==> config.mk <==
export PLATFORM = sky130hd
export DESIGN_NAME = fwdo_mul
export DESIGN_NICKNAME = d
export VERILOG_FILES = /design/src/hw/rtl/fwdo_pkg.sv /design/src/hw/rtl/fwdo_mul.sv
export SDC_FILE = /design/constraint.sdc
export NUM_CORES = 1
export LEC_CHECK = 0
export CAP_MARGIN = 15
export CORE_ASPECT_RATIO = 0.75
export CORE_UTILIZATION = 31
export DETAILED_ROUTE_END_ITERATION = 16
export DONT_BUFFER_PORTS = 1
export PLACE_DENSITY = 0.57
export SLEW_MARGIN = 20
export SYNTH_ARGS = -nofsm -noshare
export SYNTH_HDL_FRONTEND = slang
export SYNTH_SLANG_ARGS = --single-unit
==> constraint.sdc <==
create_clock -name clock -period 3.95 [get_ports clock]
set_clock_uncertainty 0.2 [all_clocks]
set_input_delay 0.1975 -clock clock [delete_from_list [all_inputs] [get_ports clock]]
set_output_delay 0.1975 -clock clock [all_outputs]
set_load 0.02 [all_outputs]
==> src/hw/rtl/fwdo_pkg.sv <==
// Shared types, constants and the arctangent table of the odometry block.
// Used by the arithmetic units, the register port and the top level.
// No dependencies.
package fwdo_pkg;

   localparam int CORDIC_STEPS_DEF = 24;
   localparam int FRAC_BITS_DEF = 16;

   // Shared shift-add multiplier: multiplicand, multiplier and product widths.
   localparam int MUL_A_W = 35;
   localparam int MUL_B_W = 56;
   localparam int MUL_P_W = MUL_A_W + MUL_B_W;

   // Shared restoring divider: dividend, divisor and quotient widths.
   localparam int DIV_N_W = 84;
   localparam int DIV_D_W = 63;
   localparam int DIV_Q_W = 51;

   localparam int CSR_AW = 3;
   localparam logic REG_RADIUS = 1'b0;
   localparam logic REG_SEPARATION = 1'b1;

   localparam logic signed [33:0] CORDIC_GAIN = 34'sd652032874;
   localparam logic [28:0] INV_4PI_Q32 = 29'd341782638;
   localparam logic [29:0] NS_PER_S = 30'd1000000000;
   localparam logic signed [31:0] ONE_Q30 = 32'sd1073741824;

   typedef struct packed {
      logic start;
      logic [MUL_A_W-1:0] a;
      logic [MUL_B_W-1:0] b;
   } mul_cmd_type;

   typedef struct packed {
      logic start;
      logic [DIV_N_W-1:0] num;
      logic [DIV_D_W-1:0] den;
   } div_cmd_type;

   typedef struct packed {
      logic done;
      logic ovf;
      logic [DIV_Q_W-1:0] quot;
   } div_rsp_type;

   function automatic logic [29:0] atan_lut(input logic [4:0] idx);
      logic [29:0] r;
      case (idx)
         5'd0: r = 30'd536870912;
         5'd1: r = 30'd316933406;
         5'd2: r = 30'd167458907;
         5'd3: r = 30'd85004756;
         5'd4: r = 30'd42667331;
         5'd5: r = 30'd21354465;
         5'd6: r = 30'd10680350;
         5'd7: r = 30'd5340245;
         5'd8: r = 30'd2670163;
         5'd9: r = 30'd1335087;
         5'd10: r = 30'd667544;
         5'd11: r = 30'd333772;
         5'd12: r = 30'd166886;
         5'd13: r = 30'd83443;
         5'd14: r = 30'd41722;
         5'd15: r = 30'd20861;
         5'd16: r = 30'd10430;
         5'd17: r = 30'd5215;
         5'd18: r = 30'd2608;
         5'd19: r = 30'd1304;
         5'd20: r = 30'd652;
         5'd21: r = 30'd326;
         5'd22: r = 30'd163;
         5'd23: r = 30'd81;
         5'd24: r = 30'd41;
         5'd25: r = 30'd20;
         5'd26: r = 30'd10;
         5'd27: r = 30'd5;
         5'd28: r = 30'd3;
         5'd29: r = 30'd1;
         5'd30: r = 30'd1;
         default: r = 30'd0;
      endcase
      return r;
   endfunction

endpackage

==> src/hw/rtl/fwdo_mul.sv <==
// Bit-serial unsigned shift-add multiplier, one multiplier bit per cycle.
// Depends on fwdo_pkg for widths and the command struct.
module fwdo_mul (
   input  logic clock,
   input  logic reset,
   input  fwdo_pkg::mul_cmd_type cmd,
   output logic done,
   output logic [fwdo_pkg::MUL_P_W-1:0] prod
);
   localparam int AW = fwdo_pkg::MUL_A_W;
   localparam int BW = fwdo_pkg::MUL_B_W;
   localparam int PW = fwdo_pkg::MUL_P_W;
   localparam int CW = $clog2(BW);

   logic [PW-1:0] prod_ff, prod_in;
   logic [AW-1:0] a_ff, a_in;
   logic [CW-1:0] cnt_ff, cnt_in;
   logic busy_ff, busy_in;
   logic done_ff, done_in;
   logic [AW:0] sum;

   always_comb begin
      prod_in = prod_ff;
      a_in = a_ff;
      cnt_in = cnt_ff;
      busy_in = busy_ff;
      done_in = 1'b0;
      // The multiplier sits in the low half and leaves one bit per cycle.
      sum = {1'b0, prod_ff[PW-1:BW]} + (prod_ff[0] ? {1'b0, a_ff} : '0);
      if (cmd.start) begin
         prod_in = {{AW{1'b0}}, cmd.b};
         a_in = cmd.a;
         cnt_in = '0;
         busy_in = 1'b1;
      end else if (busy_ff) begin
         prod_in = {sum, prod_ff[BW-1:1]};
         cnt_in = cnt_ff + 1'b1;
         if (cnt_ff == CW'(BW - 1)) begin
            busy_in = 1'b0;
            done_in = 1'b1;
         end
      end
   end

   always_ff @(posedge clock) begin
      if (reset) begin
         busy_ff <= 1'b0;
         done_ff <= 1'b0;
         cnt_ff <= '0;
      end else begin
         busy_ff <= busy_in;
         done_ff <= done_in;
         cnt_ff <= cnt_in;
      end
      prod_ff <= prod_in;
      a_ff <= a_in;
   end

   assign done = done_ff;
   assign prod = prod_ff;
endmodule

* Word-level counts from Yosys, hierarchy flattened
Cells that the tools add are included.
** Word-level totals
- Register bits :: 134
- Output and inout port bits :: 92
** Operators by class
- Reduce and logical (&&, ||, !) cells :: 3
- Add/sub/neg operators :: 2
- Multiplexer cells :: 7
- Eq/ne operators :: 1
- Bitwise logic cells :: 1
** Operators by type and width (number)
- $mux 56 :: 2
- $add 35x35->36 :: 1
- $mux 35 :: 1
- $add 6x1->6 const B :: 1
- $eq 6x6->1 const B :: 1
- $mux 1 :: 4
- $reduce_or 3->1 :: 1
- $reduce_bool 2->1 :: 1
- $reduce_or 2->1 :: 1
- $not 1->1 :: 1

* Logic depth before layout (Yosys ltp)
- Depth after elaboration :: 4
- Mapped depth :: 11

* Worst setup path before layout
Ideal clock, no wire load.
- Kind :: register to register
- Start point :: register prod_ff[0], in the netlist prod[0]
- End point :: register prod_ff[87], in the netlist prod[87]
- Period minus slack after synthesis :: 3259 ps
- Cell stages (with the launch flop) :: 12
- Arrival time :: 2937 ps
- Path slack :: 691 ps
- Required time :: 3628 ps
- Path through :: edfxtp_1 -> clkbuf_1 -> and2_1 -> ha_1 -> fa_1 -> a211oi_2 -> nor4_2 -> o21ai_1 -> nand3_1 -> a221oi_2 -> o21ai_1 -> a221o_1
** Between the ends
- Cells in the longest elaborated chain, start to end :: 2
** RTL lines
- start, declared :: RTL line fwdo_mul.sv:15 : logic [PW-1:0] prod_ff, prod_in;
- start signal, assigned :: RTL line fwdo_mul.sv:55 : prod_ff <= prod_in;
- $mux 35 :: RTL line fwdo_mul.sv:29 : sum = {1'b0, prod_ff[PW-1:BW]} + (prod_ff[0] ? {1'b0, a_ff} : '0);
- $add 35x35->36 :: RTL line fwdo_mul.sv:29
No other way between the ends.
A chain may end at the register's enable or synchronous reset.

* Worst setup path in the final report
- Start point :: register prod_ff[0], in the netlist prod[0]
- End point :: register prod_ff[90], in the netlist prod[90]
Same word-level chain as after synthesis.

==> impl_metrics.env <==
export IMPL_status="completed"
export IMPL_p_per_area_nw_per_um2=448.2
export IMPL_synth_area_per_cell_sq_um=11.24
export IMPL_grt_first_pass_wirelength_um=30130
export IMPL_syn_to_final_growth_pct=24.21
export IMPL_period_minus_slack_ps=3612
export IMPL_wire_per_inst_um=18.85
export IMPL_cp_required_ps=4090
export IMPL_max_cap_violations=0
export IMPL_worstHoldPathCells=2
export IMPL_grt_use_total=0.1666
export IMPL_worst_slew_pin_slew_ps=884.9
export IMPL_die_w_um=177.8
export IMPL_final_common_cell="dlygate4sd3_1"
export IMPL_drt_iter0_drc=372
export IMPL_portBuffers=0
export IMPL_post_route_period_util=0.9144
export IMPL_r2r_end="prod[90]"
export IMPL_start_util=0.3206
export IMPL_synthCells=639
export IMPL_antenna_found_initial=0
export IMPL_ant_nets=0
export IMPL_arrival_ps=3760
export IMPL_leakage_nw=3.375
export IMPL_final_cell_mix="dlygate4sd3_1, edfxtp_1, mux2_2"
export IMPL_vias_per_cell=5.155
export IMPL_ys_types=65
export IMPL_die_y_um=133.8
export IMPL_power_mw=3.999
export IMPL_gp_congestion=0.8044
export IMPL_rsz0062_at_grt="false"
export IMPL_worst_r2r_setup_slack_ps=340
export IMPL_synth_nets=770
export IMPL_drv_slew=0
export IMPL_path_class="flop to flop"
export IMPL_ff2ff_path_depth=9
export IMPL_synth_seq_area_share=0.5003
export IMPL_h_tree_depth=4
export IMPL_clock_latency_ps=430
export IMPL_p_sw_mw=1.160
export IMPL_synth_seq_cells=134
export IMPL_hold_end="prod[56]"
export IMPL_ios=186
export IMPL_insertedDiodeCount=0
export IMPL_ir_worst_vdd_uv=272.4
export IMPL_synth_edf_count=91
export IMPL_setup_tns_ps=0
export IMPL_async_reset_ff_frac=0
export IMPL_pwr_share_clk=0.390
export IMPL_clock_path_buffers=2
export IMPL_place_ws_ps=403.2
export IMPL_p_int_mw=2.839
export IMPL_hold_buffers=95
export IMPL_syn_area_sq_um=7183
export IMPL_end_kind="flop"
export IMPL_holdCritStartpoint="cmd[91]"
export IMPL_fmax_mhz=276.9
export IMPL_grt_overflow=0
export IMPL_clk_pin_slew_ps=60
export IMPL_cts_tree="done"
export IMPL_drive_above_1_share=0.1459
export IMPL_seq_power_share=0.464
export IMPL_dieArea_sq_um=23790
export IMPL_num_vias=5330
export IMPL_r2r_start="prod[0]"
export IMPL_cts_root_buf="clkbuf_16"
export IMPL_combPwrFrac=0.146
export IMPL_swShare=0.2901
export IMPL_hp_class="primary input to flop"
export IMPL_cts_made_buffers=17
export IMPL_setup_violations=0
export IMPL_yosys_warnings=0
export IMPL_crit_path_start_kind="flop"
export IMPL_critPathMaxFanout=24
export IMPL_wl_um=19490
export IMPL_grt_max_degree=109
export IMPL_fp_coreArea_sq_um=22410
export IMPL_num_nets_final=859
export IMPL_post_cts_buffers=0
export IMPL_drtPass1Iterations=4
export IMPL_num_rows=47
export IMPL_synth_flop_cell="edfxtp_1"
export IMPL_finalHoldViolations=0
export IMPL_cts_resized=0
export IMPL_cts_sinks=134
export IMPL_hpwl_um=13140
export IMPL_finalWorstSetupSlack_ps=338.3
export IMPL_drc=0
export IMPL_slew_headroom=0.4101
export IMPL_grt_pass1_vias=5334
==> cells in the mapped netlist, drive strengths merged, types with 5 or more instances <==
cell	number	share of area
edfxtp	91	0.38
mux2	56	0.088
a21oi	49	0.035
nor2	48	0.025
dfxtp	43	0.12
nand2	43	0.023
o21ai	38	0.027
and2	37	0.033
ha	36	0.063
clkbuf	19	0.013
nand4	17	0.015
xor2	17	0.021
a21o	14	0.015
buf	11	0.015
nand3	11	0.0084
mux2i	9	0.013
a211oi	8	0.0098
inv	7	0.0037
o211ai	7	0.0073
o21bai	7	0.0073
xnor2	7	0.0085
and3	6	0.0052
nor3	5	0.0035
==> critical path, stage by stage (launching register included) <==
cell	delay [ps]
edfxtp_1	560
buf_4	290
and2_1	160
ha_1	410
nand4_1	230
or3_1	380
a211oi_2	360
o21ai_2	170
or4_1	540
a311oi_2	200
==> power by group through the flow <==
stage	Sequential [mW]	Combinational [mW]	Clock, mW
2_1_floorplan	1.84	0.415	0
3_3_place_gp	1.89	0.476	0
3_5_place_dp	1.89	0.479	0
4_1_cts	1.86	0.585	1.60
5_1_grt	1.87	0.647	1.65
6_report	1.86	0.585	1.56
==> state kept, by name, indices dropped and copies added, names as in the netlist <==
signal / count
prod: 91
a_ff: 35
cnt_ff: 6
busy_ff: 1
done: 1
==> metrics by stage <==
step	cell area (sq um)	std cells	hold slack [ps]	util
after floorplan	7183	639	69.88	-
after global placement	7391	908	71.19	0.3299
after detailed placement	7391	908	72.42	0.3299
after CTS	8922	1034	19.92	0.3982
after global routing	8922	1034	41.68	0.3982
final	8922	1034	20.65	0.3982
==> final cells by class <==
type | instances | area (sq um)
clock inverters | 13 | 133.9
flip-flops and latches | 134 | 3593
repair buffers | 100 | 1006
fillers | 2159 | 13480
clock buffers | 18 | 429.2
well taps | 294 | 367.9
multi-input cells | 468 | 3366
inverters | 7 | 26.28
==> cell families (layout without fill, tap and decap cells) <==
family                     after synthesis  count (layout)  share of synthesized area
AOI/OAI and AO/OA                      153             153                     0.1392
xor gates and xnor gates                24              24                    0.02926
adders and majority gates               37              37                    0.06549
buffers and inverters                   37             138                    0.03118
DFF                                    134             134                     0.5003
muxes                                   65              65                     0.1003
and+or+nand+nor                        189             189                     0.1343
==> worst max path at each step <==
stage	from	endpoint	slack [ps]	depth (start not counted)
after floorplan	prod[0]	prod[87]	690	11
after CTS	prod[0]	prod[90]	370	9
after global routing	prod[0]	prod[87]	140	10
final	prod[0]	prod[90]	340	9
after detailed placement	prod[0]	prod[90]	400	9
after global placement	prod[0]	prod[90]	450	9
==> per-layer routing <==
layer | GRT usage | wire, um | up-vias
met4 | 0.04368 | 209 | 0
met2 | 0.2368 | 8451 | 151
met5 | 0 | 0 | -
li1 | - | - | 2578
met1 | 0.2409 | 9453 | 2585
met3 | 0.05385 | 1379 | 16
Note: power is estimated with default switching activity, not from simulation.
