### src/hw/rtl/fwdo_pkg.sv
// Shared types, constants and the arctangent table of the odometry block.
// Used by the arithmetic units, the register port and the top level.
// No dependencies.
package fwdo_pkg;

   localparam int CORDIC_STEPS_DEF = 24;
   localparam int FRAC_BITS_DEF = 16;

   // Shared shift-add multiplier: multiplicand, multiplier and product widths.
   localparam int MUL_A_W = 35;
   localparam int MUL_B_W = 56;
   localparam int MUL_P_W = MUL_A_W + MUL_B_W;

   // Shared restoring divider: dividend, divisor and quotient widths.
   localparam int DIV_N_W = 84;
   localparam int DIV_D_W = 63;
   localparam int DIV_Q_W = 51;

   localparam int CSR_AW = 3;
   localparam logic REG_RADIUS = 1'b0;
   localparam logic REG_SEPARATION = 1'b1;

   localparam logic signed [33:0] CORDIC_GAIN = 34'sd652032874;
   localparam logic [28:0] INV_4PI_Q32 = 29'd341782638;
   localparam logic [29:0] NS_PER_S = 30'd1000000000;
   localparam logic signed [31:0] ONE_Q30 = 32'sd1073741824;

   typedef struct packed {
      logic start;
      logic [MUL_A_W-1:0] a;
      logic [MUL_B_W-1:0] b;
   } mul_cmd_type;

   typedef struct packed {
      logic start;
      logic [DIV_N_W-1:0] num;
      logic [DIV_D_W-1:0] den;
   } div_cmd_type;

   typedef struct packed {
      logic done;
      logic ovf;
      logic [DIV_Q_W-1:0] quot;
   } div_rsp_type;

   function automatic logic [29:0] atan_lut(input logic [4:0] idx);
      logic [29:0] r;
      case (idx)
         5'd0: r = 30'd536870912;
         5'd1: r = 30'd316933406;
         5'd2: r = 30'd167458907;
         5'd3: r = 30'd85004756;
         5'd4: r = 30'd42667331;
         5'd5: r = 30'd21354465;
         5'd6: r = 30'd10680350;
         5'd7: r = 30'd5340245;
         5'd8: r = 30'd2670163;
         5'd9: r = 30'd1335087;
         5'd10: r = 30'd667544;
         5'd11: r = 30'd333772;
         5'd12: r = 30'd166886;
         5'd13: r = 30'd83443;
         5'd14: r = 30'd41722;
         5'd15: r = 30'd20861;
         5'd16: r = 30'd10430;
         5'd17: r = 30'd5215;
         5'd18: r = 30'd2608;
         5'd19: r = 30'd1304;
         5'd20: r = 30'd652;
         5'd21: r = 30'd326;
         5'd22: r = 30'd163;
         5'd23: r = 30'd81;
         5'd24: r = 30'd41;
         5'd25: r = 30'd20;
         5'd26: r = 30'd10;
         5'd27: r = 30'd5;
         5'd28: r = 30'd3;
         5'd29: r = 30'd1;
         5'd30: r = 30'd1;
         default: r = 30'd0;
      endcase
      return r;
   endfunction

endpackage

### src/hw/rtl/fwdo_cordic.sv
// Iterative rotation CORDIC, one micro-rotation per cycle, giving clamped
// Q2.30 cosine and sine of a 32 bit binary angle. Depends on fwdo_pkg.
module fwdo_cordic #(
   parameter int STEPS = fwdo_pkg::CORDIC_STEPS_DEF
) (
   input  logic clock,
   input  logic reset,
   input  logic start,
   input  logic [31:0] ang,
   output logic done,
   output logic signed [31:0] cos_q,
   output logic signed [31:0] sin_q
);
   logic signed [33:0] x_ff, x_in, y_ff, y_in, z_ff, z_in;
   logic [4:0] i_ff, i_in;
   logic flip_ff, flip_in;
   logic busy_ff, busy_in;
   logic fin_ff, fin_in;
   logic done_ff, done_in;
   logic signed [31:0] cos_ff, cos_in, sin_ff, sin_in;
   logic signed [33:0] dx, dy, at;
   logic [31:0] rel;
   logic [31:0] ang_mapped;
   logic signed [31:0] xc, yc;

   function automatic logic signed [31:0] clamp(input logic signed [33:0] v);
      logic signed [31:0] r;
      if (v > 34'(fwdo_pkg::ONE_Q30)) r = fwdo_pkg::ONE_Q30;
      else if (v < -34'(fwdo_pkg::ONE_Q30)) r = -fwdo_pkg::ONE_Q30;
      else r = v[31:0];
      return r;
   endfunction

   always_comb begin
      x_in = x_ff;
      y_in = y_ff;
      z_in = z_ff;
      i_in = i_ff;
      flip_in = flip_ff;
      busy_in = busy_ff;
      fin_in = 1'b0;
      done_in = 1'b0;
      cos_in = cos_ff;
      sin_in = sin_ff;
      dx = y_ff >>> i_ff;
      dy = x_ff >>> i_ff;
      at = $signed({4'b0000, fwdo_pkg::atan_lut(i_ff)});
      // Angles in the left half plane are turned by half a turn first.
      rel = ang - 32'h4000_0000;
      ang_mapped = rel[31] ? ang : ang + 32'h8000_0000;
      xc = clamp(x_ff);
      yc = clamp(y_ff);
      if (start) begin
         x_in = fwdo_pkg::CORDIC_GAIN;
         y_in = '0;
         z_in = 34'($signed(ang_mapped));
         i_in = '0;
         flip_in = !rel[31];
         busy_in = 1'b1;
      end else if (busy_ff) begin
         if (!z_ff[33]) begin
            x_in = x_ff - dx;
            y_in = y_ff + dy;
            z_in = z_ff - at;
         end else begin
            x_in = x_ff + dx;
            y_in = y_ff - dy;
            z_in = z_ff + at;
         end
         i_in = i_ff + 1'b1;
         if (i_ff == 5'(STEPS - 1)) begin
            busy_in = 1'b0;
            fin_in = 1'b1;
         end
      end else if (fin_ff) begin
         cos_in = flip_ff ? -xc : xc;
         sin_in = flip_ff ? -yc : yc;
         done_in = 1'b1;
      end
   end

   always_ff @(posedge clock) begin
      if (reset) begin
         busy_ff <= 1'b0;
         fin_ff <= 1'b0;
         done_ff <= 1'b0;
         i_ff <= '0;
      end else begin
         busy_ff <= busy_in;
         fin_ff <= fin_in;
         done_ff <= done_in;
         i_ff <= i_in;
      end
      x_ff <= x_in;
      y_ff <= y_in;
      z_ff <= z_in;
      flip_ff <= flip_in;
      cos_ff <= cos_in;
      sin_ff <= sin_in;
   end

   assign done = done_ff;
   assign cos_q = cos_ff;
   assign sin_q = sin_ff;
endmodule

### config.mk
export PLATFORM = sky130hd
export DESIGN_NAME = fwdo_cordic
export DESIGN_NICKNAME = d
export VERILOG_FILES = /design/src/hw/rtl/fwdo_pkg.sv /design/src/hw/rtl/fwdo_cordic.sv
export SDC_FILE = /design/constraint.sdc
export NUM_CORES = 1
export LEC_CHECK = 0
export ABC_AREA = 0
export BUFFER_PORTS_ARGS = -buffer_cell sky130_fd_sc_hd__buf_2
export CORE_UTILIZATION = 60
export CTS_CLUSTER_DIAMETER = 120
export CTS_CLUSTER_SIZE = 28
export DETAILED_ROUTE_END_ITERATION = 6
export PLACE_DENSITY = 0.82
export SLEW_MARGIN = 20
export SYNTH_ARGS = -nofsm -noshare
export SYNTH_HDL_FRONTEND = slang
export SYNTH_SLANG_ARGS = --single-unit
### constraint.sdc
create_clock -name clock -period 15.7 [get_ports clock]
set_input_delay 0.785 -clock clock [delete_from_list [all_inputs] [get_ports clock]]
set_output_delay 0.785 -clock clock [all_outputs]
set_load 0.01 [all_outputs]
== Word-level counts from Yosys, hierarchy flattened ==
Memories as Yosys holds them, arrays and structs flattened. A register that Yosys moved wholly into a read port is not among the register bits.
Cells that the tools add are included.
Operators by class
  $lt $le $gt $ge: 4
  reduce and logical (&&, ||, !) cells: 6
  shift-type cells: 2
  add/subtract/negate cells: 11
  eq/ne operators: 1
  divide/modulo/power cells: 0
  bitwise logic cells: 2
  muxes and demuxes: 19
  multipliers: 0
Operators by type and width (count)
  two-way mux 32 bit: 7
  two-way mux 34 bit: 5
  adder 34 bit: 2
  > comparator 34 x 32 -> 1 bit, second input constant: 2
  less-than comparator 34 x 31 -> 1 bit, second input constant: 2
  >>> shifter 34 x 5 -> 34 bit: 2
  subtractor 34 bit: 2
  negation 32 bit: 2
  adder 34 x 31 -> 34 bit: 1
  subtractor 34 x 31 -> 34 bit: 1
  adder 32 bit, second input constant: 1
  subtractor 32 x 31 -> 32 bit, second input constant: 1
  two-way mux 5 bit: 2
  OR reduction 3 bit: 2
  adder 5 x 1 -> 5 bit, second input constant: 1
  == test 5 bit, second input constant: 1
  two-way mux 1 bit: 5
  AND reduction 3 bit: 1
  inverter 1 bit: 2
  nonzero test 2 bit: 1
  OR reduction 2 bit: 1
  zero test 1 bit: 1
Storage, ports and cells
  input port bits: 35
  output and inout bits: 65
  bits in read-only memories: 960
  bits in latches: 0
  bits in registers: 175
  memory bits (writable): 0
  memories kept: 1
  logic and storage cells: 56
Memories
  (no name shown): depth 32, bits a word 30, read ports 1, clocked after Yosys merged registers in 1, wr ports 0, RTL line fwdo_pkg.sv:48  | case (idx)

== Logic depth before layout (Yosys ltp) ==
Gate-level depths: netlist (run 1).
  depth in word-level cells: 5
  mapped depth: 29

== Least setup slack after synthesis (run 1) ==
No wires, ideal clock.
  path kind: register to register
  from: reg i_ff[0]
  to: reg x_ff[33]
  setup time: 0.071 ns
  clock period less this slack: 5.651 ns
  path slack: 10.049 ns
  data arrival time: 5.581 ns
  data required time: 15.629 ns
  stages on the path, launching flop included: 27
  path through: dfxtp_1 -> buf_4 -> clkbuf_1 -> mux4_1 -> a22o_1 -> a222oi_1 -> nand2_1 -> inv_1 -> ha_1 -> nand3_1 -> nor2_1 -> and2_1 -> a21oi_1 -> xor2_1 -> ha_1 -> clkbuf_1 -> and4_1 -> and2_1 -> a311oi_1 -> o2111ai_1 -> and3_1 -> a41o_1 -> a41oi_1 -> o21ai_0 -> xnor2_1 -> a21o_1 -> a21oi_1
Between the ends
  longest elaborated chain between the ends: 3
  elaborated cells between the ends (all ways): 4
  classes of those cells: add/sub: 2; shift: 1; mux: 1
Ends and longest elaborated chain
  from (decl): RTL line fwdo_cordic.sv:15  | logic [4:0] i_ff, i_in;
  from (signal assigned): RTL line fwdo_cordic.sv:92  | i_ff <= i_in;
  >>> shifter 34 x 5 -> 34 bit (*): RTL line fwdo_cordic.sv:45  | dx = y_ff >>> i_ff;
  subtractor 34 bit / adder 34 bit (equally long branches): RTL line fwdo_cordic.sv:62, fwdo_cordic.sv:66
  two-way mux 34 bit (*): RTL line fwdo_cordic.sv:61  | if (!z_ff[33]) begin
  to (signal assigned): RTL line fwdo_cordic.sv:94  | x_ff <= x_in;
  to (decl): RTL line fwdo_cordic.sv:14  | logic signed [33:0] x_ff, x_in, y_ff, y_in, z_ff, z_in;
Mark *: on every way between the ends. The rest lies on a longest branch, timed or not.
A chain may end at the register's enable or synchronous reset.

== Worst setup path in the final report (run 1) ==
Ends and elaborated chain as after synthesis.

==> results of run 1 <==
stage by stage:
step           util, %  power, mW  instance area [um^2]  hold slack, ns  setup WS [ns]
2_1_floorplan        -      3.506                 21300          0.4843          10.05
3_3_place_gp     62.83      4.194                 21810          0.5470          8.227
3_5_place_dp     62.83      4.314                 21810          0.5520          8.110
4_1_cts          63.74      4.653                 22130          0.4903          8.054
5_1_grt          63.74      5.086                 22130          0.5015          7.361
6_report         63.74      4.754                 22130          0.4898          7.852
cell usage after synthesis (12+ instances only):
cell / number / area share, %
nor2_1: 274 / 4.8
nand2_1: 222 / 3.9
a21oi_1: 192 / 4.5
o21ai_0: 156 / 3.7
clkbuf_1: 130 / 2.3
xor2_1: 127 / 5.2
ha_1: 113 / 6.6
dfxtp_1: 106 / 10
edfxtp_1: 99 / 14
mux4_2: 95 / 10
xnor2_1: 81 / 3.3
mux2i_1: 71 / 3.3
nor3_1: 62 / 1.5
inv_1: 60 / 1.1
a21o_1: 50 / 1.8
nand3_1: 40 / 0.94
and2_1: 36 / 1.1
buf_2: 33 / 0.78
mux2_2: 30 / 1.6
nand2b_1: 30 / 0.88
a31oi_1: 29 / 0.85
a211oi_1: 28 / 0.99
and3_1: 26 / 0.76
nor2b_1: 23 / 0.68
o21a_1: 21 / 0.74
o22ai_1: 20 / 0.59
o211ai_1: 19 / 0.67
o31ai_1: 19 / 0.67
o21bai_1: 18 / 0.63
or3_1: 17 / 0.50
a211o_1: 16 / 0.66
buf_1: 15 / 0.26
nand4_1: 15 / 0.44
a311oi_1: 14 / 0.58
nor4_1: 12 / 0.35
sequential cells by signal, indices dropped and copies added, names as in the netlist, 5 cells and up:
name	count
z_ff	34
x_ff	34
sin_q	32
y_ff	34
cos_q	32
i_ff	5
at	30
worst reg2reg max path, delay by kind of cell, from the launching register on:
family	cells	cell delay, ns
compound gates	10	2.93
simple gates	6	1.53
buf+inv	2	1.50
mux	1	0.63
fa+ha+maj	1	0.39
xor+xnor	2	0.38
flops	1	0.35
per-layer routing:
metal  up-vias  part of all wire [%]  global-route usage [%]
met5         -                     0                       0
li1       9269                     -                       -
met4         0                   5.0                   18.06
met1      9700                    38                   48.33
met2      1271                    46                   64.00
met3       264                    11                   7.895
final timing paths:
kind | cells after the start | startpoint | slack, ns | to
worst min register to register | 2 | y_ff[0] | 0.58 | y_ff[0]
worst max register to register | 22 | i_ff[0] | 7.85 | x_ff[33]
worst min-delay path | 2 | reset | 0.49 | busy_ff
worst max-delay path | 22 | i_ff[0] | 7.85 | x_ff[33]
area by class of cell:
type	count	area, um^2
clock buffer	15	290.3
multi-input combinational	2049	15150
sequential	205	5110
fill	2927	12590
clock inverter	2	23.77
inverter	64	240.2
timing repair buffer	132	745.7
tap	455	569.3
cell families (layout without fill, tap and decap cells):
kind of cell,count (synthesis),after routing,share of synthesized area (%)
simple gates,815,815,18.31
compound gates,710,710,21.78
buf+inv,257,213,5.068
xor+xnor,208,208,8.551
flops,205,205,23.91
mux,200,200,15.46
fa+ha+maj,116,116,6.918
power by group through the flow:
stage                     Clock [mW]  Combinational [mW]  Sequential (mW)
after detailed placement           0                3.27             1.05
final                          0.323                3.36             1.07
after floorplan                    0                2.70            0.807
after global placement             0                3.16             1.04
after CTS                      0.328                3.29             1.03
after global routing           0.344                3.68             1.06
==> impl_results.md, run 1 <==
- Net Sw Frac: 51.90%
- Fraction of layout cells with a size suffix above 1: 12.61%
- Worst Setup Path Type: flip-flop to flip-flop
- Crit-path cells: buf_4, buf_4, mux4_2, nand2_1, o21ai_0, a2111oi_1, and4bb_2, and4_1, a31oi_1, xor2_1, ha_1, and4_1, and2_1, a311oi_1, o2111ai_1, and3_1, a41o_1, a41oi_1, o21ai_0, xnor2_1, a21o_1, a21oi_1
- Io pins: 100
- Synthesized cell area: 21300 um^2
- Internal: 2.287 mW
- WL/cell: 24.18 um
- Pre-antenna DRT Iters: 7
- Critical path's slowest cell: a2111oi_1
- Ys Warns: 0
- Worst-Margin Slew: 1.134 ns
- Row Count: 68
- Placeable Area: 34710 um^2
- Post-DP HPWL: 51390 um
- Syn_area_per_cell: 8.484 um^2
- Startpoint types: flip-flop
- Setup Viol. Count Final: 0
- Cell count after synthesis: 2511
- Top delay family on crit path: compound AO/OA/AOI/OAI gates
- Final min period: 7.848 ns
- Required time of the critical path: 16.07 ns
- Largest net degree at the start of global routing: 69
- Sequential area share after synthesis: 23.91%
- RSZ-0062 raised after global routing: no
- Inserted Diodes: 0
- Yosys cell types: 99
- Final #Nets: 2614
- Die ar.: 36260 um^2
- CTS Hold Bufs: 0
- Outcome: finished with violations
- Final Non-Filler Cells: 2922
- Post-CTS sizing: 0
- PD cells: 214.9 nW/um^2
- Final worst-path cycle share: 49.98%
- Maximum vdd drop: 0.0001601 V
- Failing checks: DRC
- DRC: 1
- Synth Net Count: 2662
- First-pass GRT wire length: 110100 um
- Initial antenna violation count: 0
- Combinational Power Share: 70.7%
- Worst-Skew Late Latency: 0.50 ns
- Setup bufs post-CTS: 0
- Global placer's final weighted congestion: 1.031
- CTS Sinks: 205
- Seq pwr share: 22.5%
- Chip Width: 190.4 um
- Post-synth top flop: dfxtp_1
- Root Buffer: clkbuf_16
- Slew headroom: 24.22%
- Most frequent cells in the layout: nor2_1, nand2_1, a21oi_1, o21ai_0, xor2_1
- Post-route ant nets: 0
- Die Y-Extent: 190.4 um
- Vias: 20504
- CP max stage delay: 1.10 ns
- WL final: 70660 um
- P&R area growth vs syn: 3.853%
- Flop and latch count out of synthesis: 205
- Worst Path Max Fanout: 68
- Final Max Slew Viols: 0
- Port bufs: 99
- Worst path arrival time: 8.22 ns
- Bufs and invs on worst path: 2
- Worst Setup End Kind: flip-flop
- Final Hold Viols: 0
- MaxCap Viol Count: 0
- Total track usage: 38.70%
- Layout Skew: 0.01935 ns
- 1st-iter DRT viols: 2480
- CTS clk-pin slew, worst paths: 0.11 ns
- Total congestion overflow: 0
- P_sw: 2.467 mW
- CTS tree: built
- Fin Setup TNS: 0 ns
- H-tree depth: 1
- Initial Utilization: 61.37%
- EDFF count, synth: 99
- Leading cell type in the layout, fill and taps excluded: nor2_1
- TritonCTS buffer count: 11
- Min-Delay Path Class: input pin to flip-flop
- Fmax achieved: 127.4 MHz
- Vias in the first global route: 19707
- Clock power share: 6.8%
- Placed cells: 2905
- Ys async rst share: 0%
- Leak: 8.892 nW
- Vias per inst: 7.017
- Max Root-Sink Buffers: 3
Power figures use the tool's default switching activity.
==> run 2, diff against run 1 <==
--- a/config.mk
+++ b/config.mk
@@ -5,13 +5,13 @@
 export SDC_FILE = /design/constraint.sdc
 export NUM_CORES = 1
 export LEC_CHECK = 0
-export ABC_AREA = 0
+export ABC_AREA = 1
 export BUFFER_PORTS_ARGS = -buffer_cell sky130_fd_sc_hd__buf_2
-export CORE_UTILIZATION = 60
+export CORE_UTILIZATION = 58
 export CTS_CLUSTER_DIAMETER = 120
 export CTS_CLUSTER_SIZE = 28
 export DETAILED_ROUTE_END_ITERATION = 6
-export PLACE_DENSITY = 0.82
+export PLACE_DENSITY = 0.83
 export SLEW_MARGIN = 20
 export SYNTH_ARGS = -nofsm -noshare
 export SYNTH_HDL_FRONTEND = slang
==> constraint.sdc (replaced) <==
create_clock -name clock -period 6.9 [get_ports clock]
set_input_delay 0.345 -clock clock [delete_from_list [all_inputs] [get_ports clock]]
set_output_delay 0.345 -clock clock [all_outputs]
set_load 0.01 [all_outputs]
==> run 2 against run 1 <==
The run now ends clean. Critical path type unchanged. Power increased by 68%. Non-clock buffer count down 8. Routed wire length decreased by 1.3%. Flip-flop and latch count unchanged. Critical path depth rose by 10. Largest cell class unchanged. Sequential power grew 74%.
==> impl_results.md, run 2 <==
- Outcome: finished, final reports clean (was finished with violations)
- Register Area: 5102 um^2 (was 5110 um^2)
- Final Hold Viols: 0 (unchanged)
- Post-route ant nets: 0 (unchanged)
- Synthesized cell area: 21330 um^2 (was 21300 um^2)
- Fin Setup TNS: 0 ns (unchanged)
- CP max stage delay: 0.50 ns (was 1.10 ns)
- DRC: 0 (was 1)
- Yosys cell types: 56 (was 99)
- Min-Delay Path Class: input pin to flip-flop (unchanged)
- First-pass GRT wire length: 110300 um (was 110100 um)
- Top post-synthesis cells by count: nand2_1, nand3_1, inv_1 (was nor2_1, nand2_1, a21oi_1)
- Final Max Slew Viols: 0 (unchanged)
- Max layer used: met5 (was met4)
- Critical path's slowest cell: inv_2 (was a2111oi_1)
- Largest regs: x_ff: 34 flops, y_ff: 34 flops, z_ff: 34 flops (unchanged)
- Die ar.: 37540 um^2 (was 36260 um^2)
- Max Root-Sink Buffers: 3 (unchanged)
- WL/cell: 18.06 um (was 24.18 um)
- Post-synth top flop: dfxtp_1 (unchanged)
- Vias: 23273 (was 20504)
- Pre-antenna DRT Iters: 6 (was 7)
- Setup bufs post-CTS: 0 (unchanged)
- Post-synth top area share: 15.22% (was 13.95%)
- Most frequent cell after synthesis: nand2_1 (was nor2_1)
- Final min period: 5.488 ns (was 7.848 ns)
- TritonCTS buffer count: 11 (unchanged)
- Area leader, netlist: nand2_1 (was edfxtp_1)
- Die Y-Extent: 193.8 um (was 190.4 um)
- Leak: 10.84 nW (was 8.892 nW)
- Cell count after synthesis: 3402 (was 2511)
- PD cells: 359.8 nW/um^2 (was 214.9 nW/um^2)
- CTS tree: built (unchanged)
- Inserted Diodes: 0 (unchanged)
- Initial Utilization: 59.38% (was 61.37%)
- Total congestion overflow: 0 (unchanged)
- Most frequent cells in the layout: nand2_1, nand3_1, inv_1, nor2_1, a21oi_1 (was nor2_1, nand2_1, a21oi_1, o21ai_0, xor2_1)
- 1st-iter DRT viols: 2442 (was 2480)
- Fraction of layout cells with a size suffix above 1: 7.706% (was 12.61%)
- Startpoint types: flip-flop (unchanged)
- Area of the multi-input gates: 14270 um^2 (was 15150 um^2)
- EDFF count, synth: 99 (unchanged)
- Synth Net Count: 3553 (was 2662)
- Leading cell type in the layout, fill and taps excluded: nand2_1 (was nor2_1)
- Vias per inst: 6.028 (was 7.017)
- H-tree depth: 1 (unchanged)
- RSZ-0062 raised after global routing: no (unchanged)
- # fillers: 3577 (was 2927)
- WL final: 69720 um (was 70660 um)
- Port bufs: 99 (unchanged)
- Setup Viol. Count Final: 0 (unchanged)
- Worst-Skew Late Latency: 0.50 ns (about the same)
- Ys async rst share: 0% (unchanged)
- Layout Skew: 0.01688 ns (was 0.01935 ns)
- Post-DP HPWL: 53410 um (was 51390 um)
- Met3 wire len: 6447 um (was 7482 um)
- Worst Path Max Fanout: 37 (was 68)
- Sequential area share after synthesis: 23.89% (was 23.91%)
- Ys Warns: 0 (unchanged)
- Row Count: 69 (was 68)
- Most frequent cell on the critical path: nand2_1
- MaxCap Viol Count: 0 (unchanged)
- Initial antenna violation count: 1 (was 0)
- Maximum vdd drop: 0.0002417 V (was 0.0001601 V)
- Flop and latch count out of synthesis: 205 (unchanged)
- Power Total: 8.004 mW (was 4.754 mW)
- M1 WL: 29160 um (was 26900 um)
- Fmax achieved: 182.2 MHz (was 127.4 MHz)
- Required time of the critical path: 7.35 ns (was 16.07 ns)
- Final #Nets: 3547 (was 2614)
- Worst Setup Path Type: flip-flop to flip-flop (unchanged)
- Worst-Margin Slew: 0.9024 ns (was 1.134 ns)
- Vias in the first global route: 20949 (was 19707)
- Largest net degree at the start of global routing: 74 (was 69)
- Post-CTS sizing: 0 (unchanged)
- Io pins: 100 (unchanged)
- Worst Setup End Kind: flip-flop (unchanged)
- P&R area growth vs syn: 4.300% (was 3.853%)
- Final worst-path cycle share: 79.54% (was 49.98%)
- CTS Sinks: 205 (unchanged)
- Chip Width: 193.8 um (was 190.4 um)
- Syn_area_per_cell: 6.269 um^2 (was 8.484 um^2)
- CTS Hold Bufs: 0 (unchanged)
- Placeable Area: 35910 um^2 (was 34710 um^2)
- Global placer's final weighted congestion: 0.9918 (was 1.031)
- CTS clk-pin slew, worst paths: 0.12 ns (was 0.11 ns)
- Total track usage: 36.31% (was 38.70%)
- DR WL met2: 31120 um (was 32710 um)
- Synth area leaders: nand2_1, edfxtp_1, nand3_1 (was edfxtp_1, mux4_2, dfxtp_1)
- Slew headroom: 39.76% (was 24.22%)
- Worst path arrival time: 5.94 ns (was 8.22 ns)
- Root Buffer: clkbuf_16 (unchanged)
-- run 2: changes by cell type after synthesis, moves of 35 or more --
cell / change
mux2i_1: -71
nor2_1: +35
nand2_1: +643
nand3_1: +483
inv_1: +267
clkbuf_1: -66
mux4_2: -95
a21o_1: -38
-- run 2: power breakdown --
group          internal, mW  leakage, nW  switching, mW  total [mW]
Combinational          1.92         8.88           3.49        5.41
Clock                 0.305        0.151          0.427       0.732
Sequential             1.53         1.81          0.331        1.86
-- run 2: final timing paths --
path            from       end  slack, ns  cells after the start
max reg2reg  i_ff[1]  x_ff[33]       1.41                     32
max          i_ff[1]  x_ff[33]       1.41                     32
min            reset   busy_ff       0.07                      2
min reg2reg  x_ff[2]   x_ff[2]       0.58                      2
-- run 2: final cells by class --
type                            count  area share (%)
Multi-Input combinational cell   2708           64.16
Sequential cell                   205           22.94
Inverter                          346           5.839
Timing Repair Buffer              124           3.071
Tap cell                          461           2.593
Clock buffer                       14           1.288
Clock inverter                      3          0.1069
-- run 2: per-layer routing --
layer	vias up	GRT usage, %
li1	11387	-
met1	10497	48.43
met2	1187	59.78
met3	200	4.523
met4	2	13.99
met5	-	0
-- run 2: cells by family after synthesis --
kind of cell	Yosys count	synth area share [%]
AND/OR/NAND/NOR	1892	38.87
AO/OA/AOI/OAI	529	14.09
buffers and inverters	489	9.223
flip-flops	205	23.89
XOR/XNOR	171	7.023
adder cells (fa/ha/maj)	116	6.911
-- run 2: through the flow --
step	hold WS, ns	cell area [um^2]	instances	setup slack, ns	utilization [%]
after floorplan	0.4212	21330	3402	1.886	-
after global placement	0.5667	21930	3844	1.678	61.07
after detailed placement	0.5590	21930	3844	1.645	61.07
after CTS	0.05145	22240	3861	1.590	61.94
after global routing	0.06385	22240	3861	0.9584	61.94
final	0.06744	22240	3861	1.412	61.94
-- run 2: critical path: cells and delay by family (launching register included) --
| family | cells | cell delay, ns |
|---|---|---|
| AO/OA/AOI/OAI | 6 | 1.36 |
| XOR/XNOR | 1 | 0.16 |
| adder cells (fa/ha/maj) | 2 | 0.48 |
| buffers and inverters | 6 | 1.21 |
| flip-flops | 1 | 0.34 |
| AND/OR/NAND/NOR | 17 | 1.85 |
