===== config.mk =====
export PLATFORM = sky130hd
export DESIGN_NAME = fwdo_csr
export DESIGN_NICKNAME = d
export VERILOG_FILES = /design/src/hw/rtl/fwdo_pkg.sv /design/src/hw/rtl/fwdo_csr.sv
export SDC_FILE = /design/constraint.sdc
export NUM_CORES = 1
export LEC_CHECK = 0
export ABC_AREA = 1
export BUFFER_PORTS_ARGS = -buffer_cell sky130_fd_sc_hd__buf_2
export CAP_MARGIN = 5
export CORE_MARGIN = 2
export CORE_UTILIZATION = 31
export CTS_BUF_LIST = sky130_fd_sc_hd__clkbuf_8
export DETAILED_ROUTE_END_ITERATION = 7
export PLACE_DENSITY = 0.7
export SETUP_SLACK_MARGIN = 0.3
export SLEW_MARGIN = 20
export SYNTH_ARGS = -nofsm -noshare
export SYNTH_HDL_FRONTEND = slang
export SYNTH_SLANG_ARGS = --single-unit

===== constraint.sdc =====
create_clock -name clock -period 0.84 [get_ports clock]
set_input_delay 0.042 -clock clock [delete_from_list [all_inputs] [get_ports clock]]
set_output_delay 0.042 -clock clock [all_outputs]
set_load 0.005 [all_outputs]

===== src/hw/rtl/fwdo_pkg.sv =====
// Shared types, constants and the arctangent table of the odometry block.
// Used by the arithmetic units, the register port and the top level.
// No dependencies.
package fwdo_pkg;

   localparam int CORDIC_STEPS_DEF = 24;
   localparam int FRAC_BITS_DEF = 16;

   // Shared shift-add multiplier: multiplicand, multiplier and product widths.
   localparam int MUL_A_W = 35;
   localparam int MUL_B_W = 56;
   localparam int MUL_P_W = MUL_A_W + MUL_B_W;

   // Shared restoring divider: dividend, divisor and quotient widths.
   localparam int DIV_N_W = 84;
   localparam int DIV_D_W = 63;
   localparam int DIV_Q_W = 51;

   localparam int CSR_AW = 3;
   localparam logic REG_RADIUS = 1'b0;
   localparam logic REG_SEPARATION = 1'b1;

   localparam logic signed [33:0] CORDIC_GAIN = 34'sd652032874;
   localparam logic [28:0] INV_4PI_Q32 = 29'd341782638;
   localparam logic [29:0] NS_PER_S = 30'd1000000000;
   localparam logic signed [31:0] ONE_Q30 = 32'sd1073741824;

   typedef struct packed {
      logic start;
      logic [MUL_A_W-1:0] a;
      logic [MUL_B_W-1:0] b;
   } mul_cmd_type;

   typedef struct packed {
      logic start;
      logic [DIV_N_W-1:0] num;
      logic [DIV_D_W-1:0] den;
   } div_cmd_type;

   typedef struct packed {
      logic done;
      logic ovf;
      logic [DIV_Q_W-1:0] quot;
   } div_rsp_type;

   function automatic logic [29:0] atan_lut(input logic [4:0] idx);
      logic [29:0] r;
      case (idx)
         5'd0: r = 30'd536870912;
         5'd1: r = 30'd316933406;
         5'd2: r = 30'd167458907;
         5'd3: r = 30'd85004756;
         5'd4: r = 30'd42667331;
         5'd5: r = 30'd21354465;
         5'd6: r = 30'd10680350;
         5'd7: r = 30'd5340245;
         5'd8: r = 30'd2670163;
         5'd9: r = 30'd1335087;
         5'd10: r = 30'd667544;
         5'd11: r = 30'd333772;
         5'd12: r = 30'd166886;
         5'd13: r = 30'd83443;
         5'd14: r = 30'd41722;
         5'd15: r = 30'd20861;
         5'd16: r = 30'd10430;
         5'd17: r = 30'd5215;
         5'd18: r = 30'd2608;
         5'd19: r = 30'd1304;
         5'd20: r = 30'd652;
         5'd21: r = 30'd326;
         5'd22: r = 30'd163;
         5'd23: r = 30'd81;
         5'd24: r = 30'd41;
         5'd25: r = 30'd20;
         5'd26: r = 30'd10;
         5'd27: r = 30'd5;
         5'd28: r = 30'd3;
         5'd29: r = 30'd1;
         5'd30: r = 30'd1;
         default: r = 30'd0;
      endcase
      return r;
   endfunction

endpackage


===== src/hw/rtl/fwdo_csr.sv =====
// APB-style register port holding wheel radius and wheel separation.
// Depends on fwdo_pkg for address width and register indexes.
module fwdo_csr #(
   parameter logic [15:0] RADIUS_RST = 16'd2163,
   parameter logic [17:0] SEP_RST = 18'd15663
) (
   input  logic clock,
   input  logic reset,
   input  logic psel,
   input  logic penable,
   input  logic pwrite,
   input  logic [fwdo_pkg::CSR_AW-1:0] paddr,
   input  logic [31:0] pwdata,
   output logic [31:0] prdata,
   output logic pready,
   output logic [15:0] radius,
   output logic [17:0] separation
);
   logic [15:0] radius_ff, radius_in;
   logic [17:0] sep_ff, sep_in;
   logic wr;

   always_comb begin
      wr = psel && penable && pwrite;
      radius_in = radius_ff;
      sep_in = sep_ff;
      if (wr) begin
         case (paddr[2])
            fwdo_pkg::REG_RADIUS: radius_in = pwdata[15:0];
            fwdo_pkg::REG_SEPARATION: sep_in = pwdata[17:0];
            default: ;
         endcase
      end
      case (paddr[2])
         fwdo_pkg::REG_RADIUS: prdata = 32'(radius_ff);
         fwdo_pkg::REG_SEPARATION: prdata = 32'(sep_ff);
         default: prdata = '0;
      endcase
   end

   always_ff @(posedge clock) begin
      if (reset) begin
         radius_ff <= RADIUS_RST;
         sep_ff <= SEP_RST;
      end else begin
         radius_ff <= radius_in;
         sep_ff <= sep_in;
      end
   end

   assign pready = 1'b1;
   assign radius = radius_ff;
   assign separation = sep_ff;
endmodule


# Word-level counts from Yosys, hierarchy flattened
# Index checks and enable logic that the tools add are counted.
dict set report op_classes {
  mux 1
  n_bitwise 1
  reduce_logical 4
}
# cell n
set op_table {}
lappend op_table {{$pmux W32 S2} 1}
lappend op_table {{$reduce_and A2 Y1} 2}
lappend op_table {{$logic_and A1 B1 Y1} 2}
lappend op_table {{$not A1 Y1} 1}
dict set report totals {
  reg_bits 34
  in_bits 40
  output_inout_bits 67
  wordCells 8
}

# Depth between registers and ports, before layout
# Gate-level depths: netlist of the first run.
dict set report logic_depth {
  word_depth 3
  mapped_depth 6
  mapped_depth_nobuf 5
}

# Least setup slack after synthesis of the first run
# Ideal clock, no wire load.
dict set report synth_path {
  kind {input to register}
  startpoint {in paddr[2] (netlist bit)}
  endpoint {reg radius_ff[2] (netlist: radius[2])}
  setup_ns 0.112
  arrival_time_ns 0.600
  required_ns 0.728
  slack_ns 0.128
  cell_stages 5
  n_path_buf 1
  cell_sequence {inv_2 > buf_2 > nand3_1 > nand2_1 > nor2_2}
}
dict set report synth_via {
  elab_chain_cells 2
}
# item line
set synth_lines {}
lappend synth_lines {{from (decl)} fwdo_csr.sv:12} ;# input logic [fwdo_pkg::CSR_AW-1:0] paddr,
lappend synth_lines {{$not A1 Y1 (no source line)} --}
lappend synth_lines {{$reduce_and A2 Y1 (no source line)} --}
lappend synth_lines {{to (signal assigned)} fwdo_csr.sv:46} ;# radius_ff <= radius_in;
lappend synth_lines {{to (decl)} fwdo_csr.sv:19} ;# logic [15:0] radius_ff, radius_in;
# No other way between the ends.
# A chain may end at the register's enable or synchronous reset.

# Worst setup path in the final report of the first run
dict set report layout_path {
  startpoint {reg radius_ff[5] (netlist: radius[5])}
  endpoint {out prdata[5]}
}
dict set report layout_via {
  elab_chain_cells 1
}
# item line
set layout_lines {}
lappend layout_lines {{$pmux W32 S2} fwdo_csr.sv:34} ;# case (paddr[2])
lappend layout_lines {{to (decl)} fwdo_csr.sv:14} ;# output logic [31:0] prdata,
# No other way between the ends. The select of a mux whose other input is x is not followed.

==> flow_metrics.env, run 1 <==
export IMPL_status="finished, violations left"
export IMPL_violations="hold timing, setup timing"
export IMPL_fp_dieW_um=79.12
export IMPL_clk_pin_slew_ps=70
export IMPL_holdCritPathClass="in2reg"
export IMPL_core_um2=5473
export IMPL_diodes=0
export IMPL_grtUsageMet2_pct=26.27
export IMPL_synth_most_common_cell="nand2_1"
export IMPL_grt_pass1_vias=1608
export IMPL_synth_commonest_cells="101 x nand2_1, 34 x dfxtp_1, 34 x nand3_1, 28 x nor2_1, 18 x buf_4"
export IMPL_fin_nets=394
export IMPL_path_common_cell="nand2_1"
export IMPL_row_count=27
export IMPL_clk_latency_ps=280
export IMPL_htree_levels=2
export IMPL_synth_edf_count=0
export IMPL_grt_overflow_total=0
export IMPL_cts_sinks=34
export IMPL_yosys_register_bits=34
export IMPL_synthCells=259
export IMPL_worst_path_max_fanout=3
export IMPL_clockRootBuffer="clkbuf_8"
export IMPL_path_class="reg2out"
export IMPL_netlist_top_cells_area="dfxtp_1 39%, nand2_1 22%, nand3_1 9.7%, buf_4 7.7%, nor2_1 6.0%"
export IMPL_grt_max_degree=35
export IMPL_start_util_pct=31.96
export IMPL_fmax_ghz=1.123
export IMPL_setup_violations=19
export IMPL_min_period_ps=890.4
export IMPL_synth_cell_types=17
export IMPL_synth_top_area_share_pct=38.91
export IMPL_skew_ps=0
export IMPL_cts_buffers_inserted=5
export IMPL_avgViaCountPerCell=4.291
export IMPL_place_congestion=0.7564
export IMPL_crit_slowest_cell="dfxtp_2"
export IMPL_crit_buf_inv=1
export IMPL_whs_ps=-15.20
export IMPL_ant_nets=0
export IMPL_use_met3_pct=4.659
export IMPL_path_delay_family="flip-flops"
export IMPL_stdcell_count=426
export IMPL_first_iter_violations=38
export IMPL_dp_cells=400
export IMPL_ioPinCount=107
export IMPL_netlist_area_um2=1749
export IMPL_drive_gt1_share_pct=51.41
export IMPL_finish_utilization_pct=49.34
export IMPL_drtPass1Iterations=4
export IMPL_area_growth_syn_to_layout_pct=54.36
export IMPL_final_area_um2=2700
export IMPL_power_leakage_nw=1.460
export IMPL_grt_usage_pct=15.15
export IMPL_cts_buffer_depth=2
export IMPL_postPlaceCellArea_um2=2193
export IMPL_die_h_um=79.12
export IMPL_wl_um=4764
export IMPL_cpPeakStageDelay_ps=370
export IMPL_maxSlewViolCount=0
export IMPL_yosysTopAreaCell="dfxtp_1"
export IMPL_period_share_pct=106.0
export IMPL_final_setup_tns_ps=-572.1
export IMPL_wl_per_cell_um=11.18
export IMPL_rsz0062_at_grt="yes"
export IMPL_start_kind="flop"
export IMPL_cp_end_kind="output port"
export IMPL_ir_drop_uv=545.5
export IMPL_hold_viol_final=12
export IMPL_async_flop_share_pct=0
export IMPL_power_density_nw_per_um2=1308
export IMPL_ys_seq_area_share_pct=38.91
export IMPL_worst_slack_ps=-50.44
export IMPL_dieArea_um2=6259
export IMPL_num_vias=1828
export IMPL_synth_flop_cell="dfxtp_1"
export IMPL_grt_antenna_before_repair=0
export IMPL_use_met1_pct=17.44
export IMPL_cap_violations=0
export IMPL_path_cells="nand2_1 -> nand2_1 -> buf_2"
export IMPL_port_buffers=75
export IMPL_tritoncts="built"
export IMPL_busiest_layer="met2"
export IMPL_drc=0
export IMPL_grt_pass1_wl_um=7362
export IMPL_syn_avg_cell_area_um2=6.754
export IMPL_dp_hpwl_um=3127
export IMPL_nFillCells=562
export IMPL_required_ps=800
export IMPL_yosys_warnings=0
export IMPL_arrival_ps=850
## state kept, by name, indices dropped and copies added, names as in the netlist
name	count
radius	16
separation	18
## where the power goes
group / switching (W) / internal (W) / total, W
Combinational: 0.000355 / 0.000337 / 0.000692
Sequential: 0.0000487 / 0.00168 / 0.00173
Clock: 0.000562 / 0.000546 / 0.00111
Total: 0.000966 / 0.00256 / 0.00353
## worst register-to-register path, cell delays in order, from the launching register on
cell and delay, ps:
dfxtp_2 340, buf_6 120, buf_6 100, nand2_2 60, nand3_2 50
## routing by layer
layer | part of all wire, % | routed length (µm) | vias up
met5 | 0 | 0 | -
met4 | 2.0 | 94 | 0
met3 | 6.5 | 311 | 8
met2 | 50 | 2394 | 62
met1 | 41 | 1963 | 810
li1 | - | - | 948
## cell families after synthesis
kind of cell	share of synthesized area, %
buffers and inverters	15.45
DFF	38.91
other	0.4293
and+or+nand+nor	45.21
## final timing paths
kind | from | slack [ps] | cells after the start | to
worst max-delay path | radius[5]$_SDFFE_PP1P_ | -50 | 3 | prdata[5]
worst min-delay path | pwdata[8] | -20 | 3 | separation[8]$_SDFFE_PP1P_
worst max register to register | radius[5]$_SDFFE_PP1P_ | 60 | 4 | radius[5]$_SDFFE_PP1P_
worst min register to register | separation[10]$_SDFFE_PP1P_ | 460 | 2 | separation[10]$_SDFFE_PP1P_
## through the flow
| step | worst slack, ps | power [W] |
|---|---|---|
| 6_report | -50.44 | 0.003530 |
| 5_1_grt | -105.4 | 0.003722 |
| 4_1_cts | -47.48 | 0.003493 |
| 3_5_place_dp | -102.1 | 0.002316 |
| 3_3_place_gp | -74.83 | 0.002310 |
| 2_1_floorplan | 205.7 | 0.002117 |
## what timing repair did
item,CTS,global route
hold endpoints to repair,16,6
pin swaps,50,12
resized for setup,57,30
endpoints found under the setup margin,86,86
setup buffers,9,10
## layout by cell type, fill, tap and decap left out, types with 7 or more instances in the layout
cell	synthesis	routed
nand3_1	34	28
nand2_2	0	14
inv_1	17	18
buf_4	18	7
buf_6	2	20
nor2_2	9	7
dfxtp_2	0	34
buf_2	3	67
buf_12	0	7
nor2_1	28	24
nand2_1	101	86
conb_1	2	15
## cell type report
class | instances | area (µm²) | share of cell area (%)
sequential | 34 | 723.2 | 26.78
clock inverter | 2 | 7.507 | 0.2780
clock buffer | 5 | 68.82 | 2.549
multi-input combinational | 192 | 968.4 | 35.87
inverter | 19 | 73.82 | 2.734
tap | 72 | 90.09 | 3.336
timing repair buffer | 102 | 768.2 | 28.45
Note: power is estimated with default switching activity, not from simulation.
==> run 2: changes to the inputs <==
--- a/config.mk
+++ b/config.mk
@@ -8,11 +8,13 @@
 export ABC_AREA = 1
 export BUFFER_PORTS_ARGS = -buffer_cell sky130_fd_sc_hd__buf_2
 export CAP_MARGIN = 5
+export CELL_PAD_IN_SITES_DETAIL_PLACEMENT = 0
+export CELL_PAD_IN_SITES_GLOBAL_PLACEMENT = 1
 export CORE_MARGIN = 2
-export CORE_UTILIZATION = 31
+export CORE_UTILIZATION = 29
 export CTS_BUF_LIST = sky130_fd_sc_hd__clkbuf_8
 export DETAILED_ROUTE_END_ITERATION = 7
-export PLACE_DENSITY = 0.7
+export PLACE_DENSITY = 0.91
 export SETUP_SLACK_MARGIN = 0.3
 export SLEW_MARGIN = 20
 export SYNTH_ARGS = -nofsm -noshare
==> run 2 against run 1 <==
  * Non-clock buffer count fell by 7
  * Via count fell by 3.0%
  * Routed wire length down 1.1%
  * Combinational power rose by 2%
  * Critical endpoint is now prdata[7]
  * Clock skew is the same
  * Critical path depth is the same
  * Largest cell class unchanged
  * Count of clock-buffer cells in the layout did not move
  * Final area increased by 2.6%
  * The flow still finishes with violations (hold timing, setup timing)
  * Core utilization fell by 2.2 points
  * Sequential share of layout area decreased by 0.60 points
  * Total power increased by 11%
==> flow_metrics.env, run 2 (same netlist as run 1, synthesis figures left out) <==
export IMPL_maxSlewViolCount=0
export IMPL_path_common_cell="nand2_1"
export IMPL_largest_reg_flops=18
export IMPL_fmax_ghz=1.121
export IMPL_crit_slowest_cell="dfxtp_2"
export IMPL_first_iter_violations=85
export IMPL_r2r_setup_slack_ps=70
export IMPL_avgViaCountPerCell=4.191
export IMPL_dp_cells=404
export IMPL_skew_ps=0
export IMPL_cp_end_kind="output port"
export IMPL_p_int_w=0.002901
export IMPL_nFillCells=608
export IMPL_mostFrequentLayoutCells="87 x nand2_1, 60 x buf_2, 33 x dfxtp_2, 25 x nand3_1, 21 x buf_6"
export IMPL_wl_um=4710
export IMPL_grt_antenna_before_repair=0
export IMPL_num_vias=1773
export IMPL_required_ps=800
export IMPL_ir_drop_uv=559.9
export IMPL_cts_sinks=34
export IMPL_dp_hpwl_um=3164
export IMPL_setup_violations=18
export IMPL_row_count=28
export IMPL_switching_share_pct=25.75
export IMPL_grt_overflow_total=0
export IMPL_grt_max_degree=35
export IMPL_start_kind="flop"
export IMPL_start_util_pct=29.72
export IMPL_p_comb_share_pct=18.1
export IMPL_worst_path_max_fanout=3
export IMPL_fp_dieW_um=81.67
export IMPL_worst_slack_ps=-51.72
export IMPL_rsz0062_at_grt="yes"
export IMPL_stdcell_count=423
export IMPL_hold_viol_final=10
export IMPL_hold_path_end="radius[0]$_SDFFE_PP1P_"
export IMPL_grt_pass1_vias=1527
export IMPL_drive_gt1_share_pct=53.45
export IMPL_tritoncts="built"
export IMPL_wl_per_cell_um=11.13
export IMPL_drtPass1Iterations=4
export IMPL_cts_buffers_inserted=5
export IMPL_r2r_end="radius[7]$_SDFFE_PP0P_"
export IMPL_place_congestion=0.6990
export IMPL_cts_buffer_depth=2
export IMPL_whs_path_depth=3
export IMPL_grt_pass1_wl_um=7203
export IMPL_clk_latency_ps=280
export IMPL_area_growth_syn_to_layout_pct=58.44
export IMPL_period_share_pct=106.2
export IMPL_power_switching_w=0.001006
export IMPL_whs_ps=-12.36
export IMPL_power_frac_clock_pct=37.6
export IMPL_clockRootBuffer="clkbuf_8"
export IMPL_rr_worst_depth=4
export IMPL_path_class="reg2out"
export IMPL_path_cells="nand2_1 -> nand2_1 -> buf_2"
export IMPL_dieArea_um2=6669
export IMPL_ioPinCount=107
export IMPL_grt_usage_pct=14.10
export IMPL_status="finished, violations left"
export IMPL_power_leakage_nw=1.454
export IMPL_drc=0
export IMPL_dp_slack_ps=-91.48
export IMPL_power_w=0.003907
export IMPL_violations="hold timing, setup timing"
export IMPL_clk_pin_slew_ps=70
export IMPL_holdCritPathClass="in2reg"
export IMPL_path_delay_family="flip-flops"
export IMPL_fin_nets=387
export IMPL_cap_violations=0
export IMPL_finish_utilization_pct=47.09
export IMPL_arrival_ps=850
export IMPL_core_um2=5886
export IMPL_ant_nets=0
export IMPL_min_period_ps=891.7
export IMPL_die_h_um=81.67
export IMPL_seq_power_share_pct=44.3
export IMPL_power_density_nw_per_um2=1410
export IMPL_cpPeakStageDelay_ps=360
export IMPL_port_buffers=75
export IMPL_final_common_cell="nand2_1"
export IMPL_crit_buf_inv=1
export IMPL_diodes=0
export IMPL_min_from="pwdata[0]"
export IMPL_r2r_start="radius[7]$_SDFFE_PP0P_"
export IMPL_htree_levels=2
==> run 2: power groups by stage <==
stage / sequential, W / combinational [W] / clock, W
floorplan: 0.00175 / 0.000367 / 0
global route: 0.00174 / 0.000793 / 0.00158
finish: 0.00173 / 0.000707 / 0.00147
detailed placement: 0.00175 / 0.000590 / 0
global placement: 0.00175 / 0.000583 / 0
CTS: 0.00172 / 0.000645 / 0.00151
==> run 2: worst max path at each step <==
| stage | from | to | slack, ps | cells after the start |
|---|---|---|---|---|
| after floorplan | penable | radius[1]$_SDFFE_PP1P_ | 210 | 5 |
| after global placement | psel | radius[3]$_SDFFE_PP0P_ | -80 | 7 |
| after detailed placement | penable | radius[10]$_SDFFE_PP0P_ | -90 | 5 |
| after CTS | separation[9]$_SDFFE_PP0P_ | prdata[9] | -50 | 3 |
| after global routing | separation[1]$_SDFFE_PP1P_ | prdata[1] | -100 | 3 |
| final | separation[7]$_SDFFE_PP0P_ | prdata[7] | -50 | 3 |
==> run 2: repair_timing <==
item / 4_1_cts / 5_1_grt
hold endpoints to repair: 15 / 4
pin swaps: 55 / 10
resized for setup: 50 / 49
endpoints found under the setup margin: 86 / 86
setup buffers: 8 / 3
gates cloned: 0 / 0
==> run 2: metrics by stage <==
step                TNS [ps]  instance area (µm²)
finish                -577.6                 2771
global route           -1509                 2771
CTS                   -638.0                 2547
detailed placement     -2400                 2230
global placement       -1688                 2230
floorplan                  0                 1843
==> run 2: cell type report <==
type | instances | area [µm²] | share of cell area, %
timing repair buffer | 95 | 774.5 | 27.95
tap | 75 | 93.84 | 3.386
inverter | 19 | 73.82 | 2.664
clock inverter | 3 | 40.04 | 1.445
clock buffer | 5 | 68.82 | 2.483
multi-input combinational | 192 | 994.7 | 35.89
sequential | 34 | 725.7 | 26.19
==> run 2: per-layer routing <==
| metal | GRT usage [%] | up-vias | share of wire [%] |
|---|---|---|---|
| li1 | - | 931 | - |
| met1 | 18.11 | 783 | 44 |
| met2 | 23.93 | 54 | 50 |
| met3 | 2.198 | 5 | 5.2 |
| met4 | 5.000 | 0 | 1.1 |
| met5 | 0 | - | 0 |
==> run 2: tightest hold or removal path: stages <==
cell and delay (ps):
buf_2 100, nand2_2 50, nand3_2 50
==> run 3: changes to the inputs <==
--- a/config.mk
+++ b/config.mk
@@ -15,7 +15,7 @@
 export CTS_BUF_LIST = sky130_fd_sc_hd__clkbuf_8
 export DETAILED_ROUTE_END_ITERATION = 7
 export PLACE_DENSITY = 0.91
-export SETUP_SLACK_MARGIN = 0.3
+export SKIP_LAST_GASP = 1
 export SLEW_MARGIN = 20
 export SYNTH_ARGS = -nofsm -noshare
 export SYNTH_HDL_FRONTEND = slang
==> run 3 against run 2 <==
  * The run ends with setup timing left
  * Clock skew is the same
  * Global-route usage up 1.1 points
  * Cell count is 1.4% higher
  * Count of clock-buffer cells in the layout rose by 1
  * Hold slack gained 23 ps
  * Via count increased by 1.4%
  * Critical path type unchanged
  * Critical endpoint is now prdata[6]
  * Largest power group unchanged
  * Highest routed layer unchanged
==> flow_metrics.env, run 3 (same netlist as run 1, synthesis figures left out) <==
export IMPL_grt_pass1_wl_um=7728
export IMPL_avgViaCountPerCell=4.191
export IMPL_required_ps=800
export IMPL_grt_overflow_total=0
export IMPL_htree_levels=2
export IMPL_rsz0062_at_grt="yes"
export IMPL_min_period_ps=896.7
export IMPL_drc=0
export IMPL_whs_ps=10.68
export IMPL_fp_dieW_um=81.67
export IMPL_tritoncts="built"
export IMPL_busiest_layer="met2"
export IMPL_clk_pin_slew_ps=80
export IMPL_dieArea_um2=6669
export IMPL_largest_reg_flops=18
export IMPL_port_buffers=75
export IMPL_dp_slack_ps=-63.27
export IMPL_dp_hpwl_um=3280
export IMPL_area_growth_syn_to_layout_pct=44.85
export IMPL_first_iter_violations=67
export IMPL_cap_violations=0
export IMPL_arrival_ps=850
export IMPL_ant_nets=0
export IMPL_fmax_ghz=1.115
export IMPL_period_share_pct=106.7
export IMPL_clockRootBuffer="clkbuf_8"
export IMPL_grt_pass1_vias=1665
export IMPL_power_density_nw_per_um2=1434
export IMPL_fin_nets=393
export IMPL_worst_path_max_fanout=3
export IMPL_start_kind="flop"
export IMPL_cp_end_kind="output port"
export IMPL_skew_ps=0
export IMPL_power_leakage_nw=1.388
export IMPL_grtUsageMet2_pct=25.82
export IMPL_row_count=28
export IMPL_path_class="reg2out"
export IMPL_holdCritPathClass="in2reg"
export IMPL_finish_utilization_pct=43.05
export IMPL_ir_drop_uv=476.8
export IMPL_die_h_um=81.67
export IMPL_num_vias=1798
export IMPL_grt_max_degree=35
export IMPL_cts_buffer_depth=2
export IMPL_cts_sinks=34
export IMPL_setup_violations=19
export IMPL_postPlaceCellArea_um2=2196
export IMPL_place_congestion=0.7612
export IMPL_diodes=0
export IMPL_worst_slack_ps=-56.65
export IMPL_status="finished, violations left"
export IMPL_start_util_pct=29.72
export IMPL_cts_buffers_inserted=5
export IMPL_maxSlewViolCount=0
export IMPL_grt_usage_pct=15.21
export IMPL_ioPinCount=107
export IMPL_clk_latency_ps=280
export IMPL_core_um2=5886
export IMPL_wl_um=4687
export IMPL_wl_per_cell_um=10.93
export IMPL_final_common_cell="nand2_1"
export IMPL_violations="setup timing"
export IMPL_drive_gt1_share_pct=43.22
export IMPL_drtPass1Iterations=4
export IMPL_hold_viol_final=0
export IMPL_final_area_um2=2534
export IMPL_use_met1_pct=18.95
export IMPL_use_met3_pct=3.956
export IMPL_mostFrequentLayoutCells="95 x nand2_1, 74 x buf_2, 34 x nand3_1, 32 x dfxtp_2, 28 x nor2_1"
export IMPL_grt_antenna_before_repair=0
run 3: cell count changes in the layout (fill, tap and decap cells not counted), sizes merged:
cell / change
buf: -5
bufinv: -1
clkbuf: +1
clkinv: -1
clkinvlp: +1
dlygate4sd3: +11
run 3: repair_timing:
action | CTS | global route
gates resized for setup | 34 | 10
endpoints found under the hold margin | 15 | 0
hold buffers | 11 | 0
buffers inserted | 5 | 3
pin swaps | 25 | 7
endpoints found under the setup margin | 24 | 20
run 3: area by class of cell:
cell class                 count  area [µm²]
fill                         639        3352
multi-input combinational    192       862.1
sequential                    34       728.2
timing repair buffer         101       683.2
tap                           75       93.84
clock buffer                   6       82.58
inverter                      19       71.32
clock inverter                 2       12.51
run 3: critical path: stages, from the launching register on:
cell	delay [ps]
dfxtp_2	340
nand2_1	50
nand2_1	60
buf_2	110
run 3: path summary, 6_finish.rpt:
kind                                                 start                          end  slack, ps  cells after the start
worst max-delay path            separation[6]$_SDFFE_PP0P_                    prdata[6]        -60                      3
worst min-delay path                            pwdata[10]  separation[10]$_SDFFE_PP1P_         10                      3
worst max register to register  separation[8]$_SDFFE_PP1P_   separation[8]$_SDFFE_PP1P_         30                      4
worst min register to register      radius[6]$_SDFFE_PP1P_       radius[6]$_SDFFE_PP1P_        460                      2
run 3: stage by stage:
stage / cells / power (W) / setup TNS [ps]
floorplan: 272 / 0.002101 / 0
global placement: 402 / 0.002316 / -382.3
detailed placement: 402 / 0.002324 / -572.1
CTS: 426 / 0.003666 / -750.3
global route: 429 / 0.003856 / -1837
finish: 429 / 0.003634 / -643.4
run 3: routing by layer:
layer	wire, µm	up-vias
li1	-	942
met1	2057	794
met2	2267	56
met3	308	6
met4	53	0
met5	0	-
run 3: report_power, final:
group / switching, W / internal (W) / total, W
Clock: 0.000618 / 0.000659 / 0.00128
Sequential: 0.0000448 / 0.00168 / 0.00172
Combinational: 0.000329 / 0.000308 / 0.000636
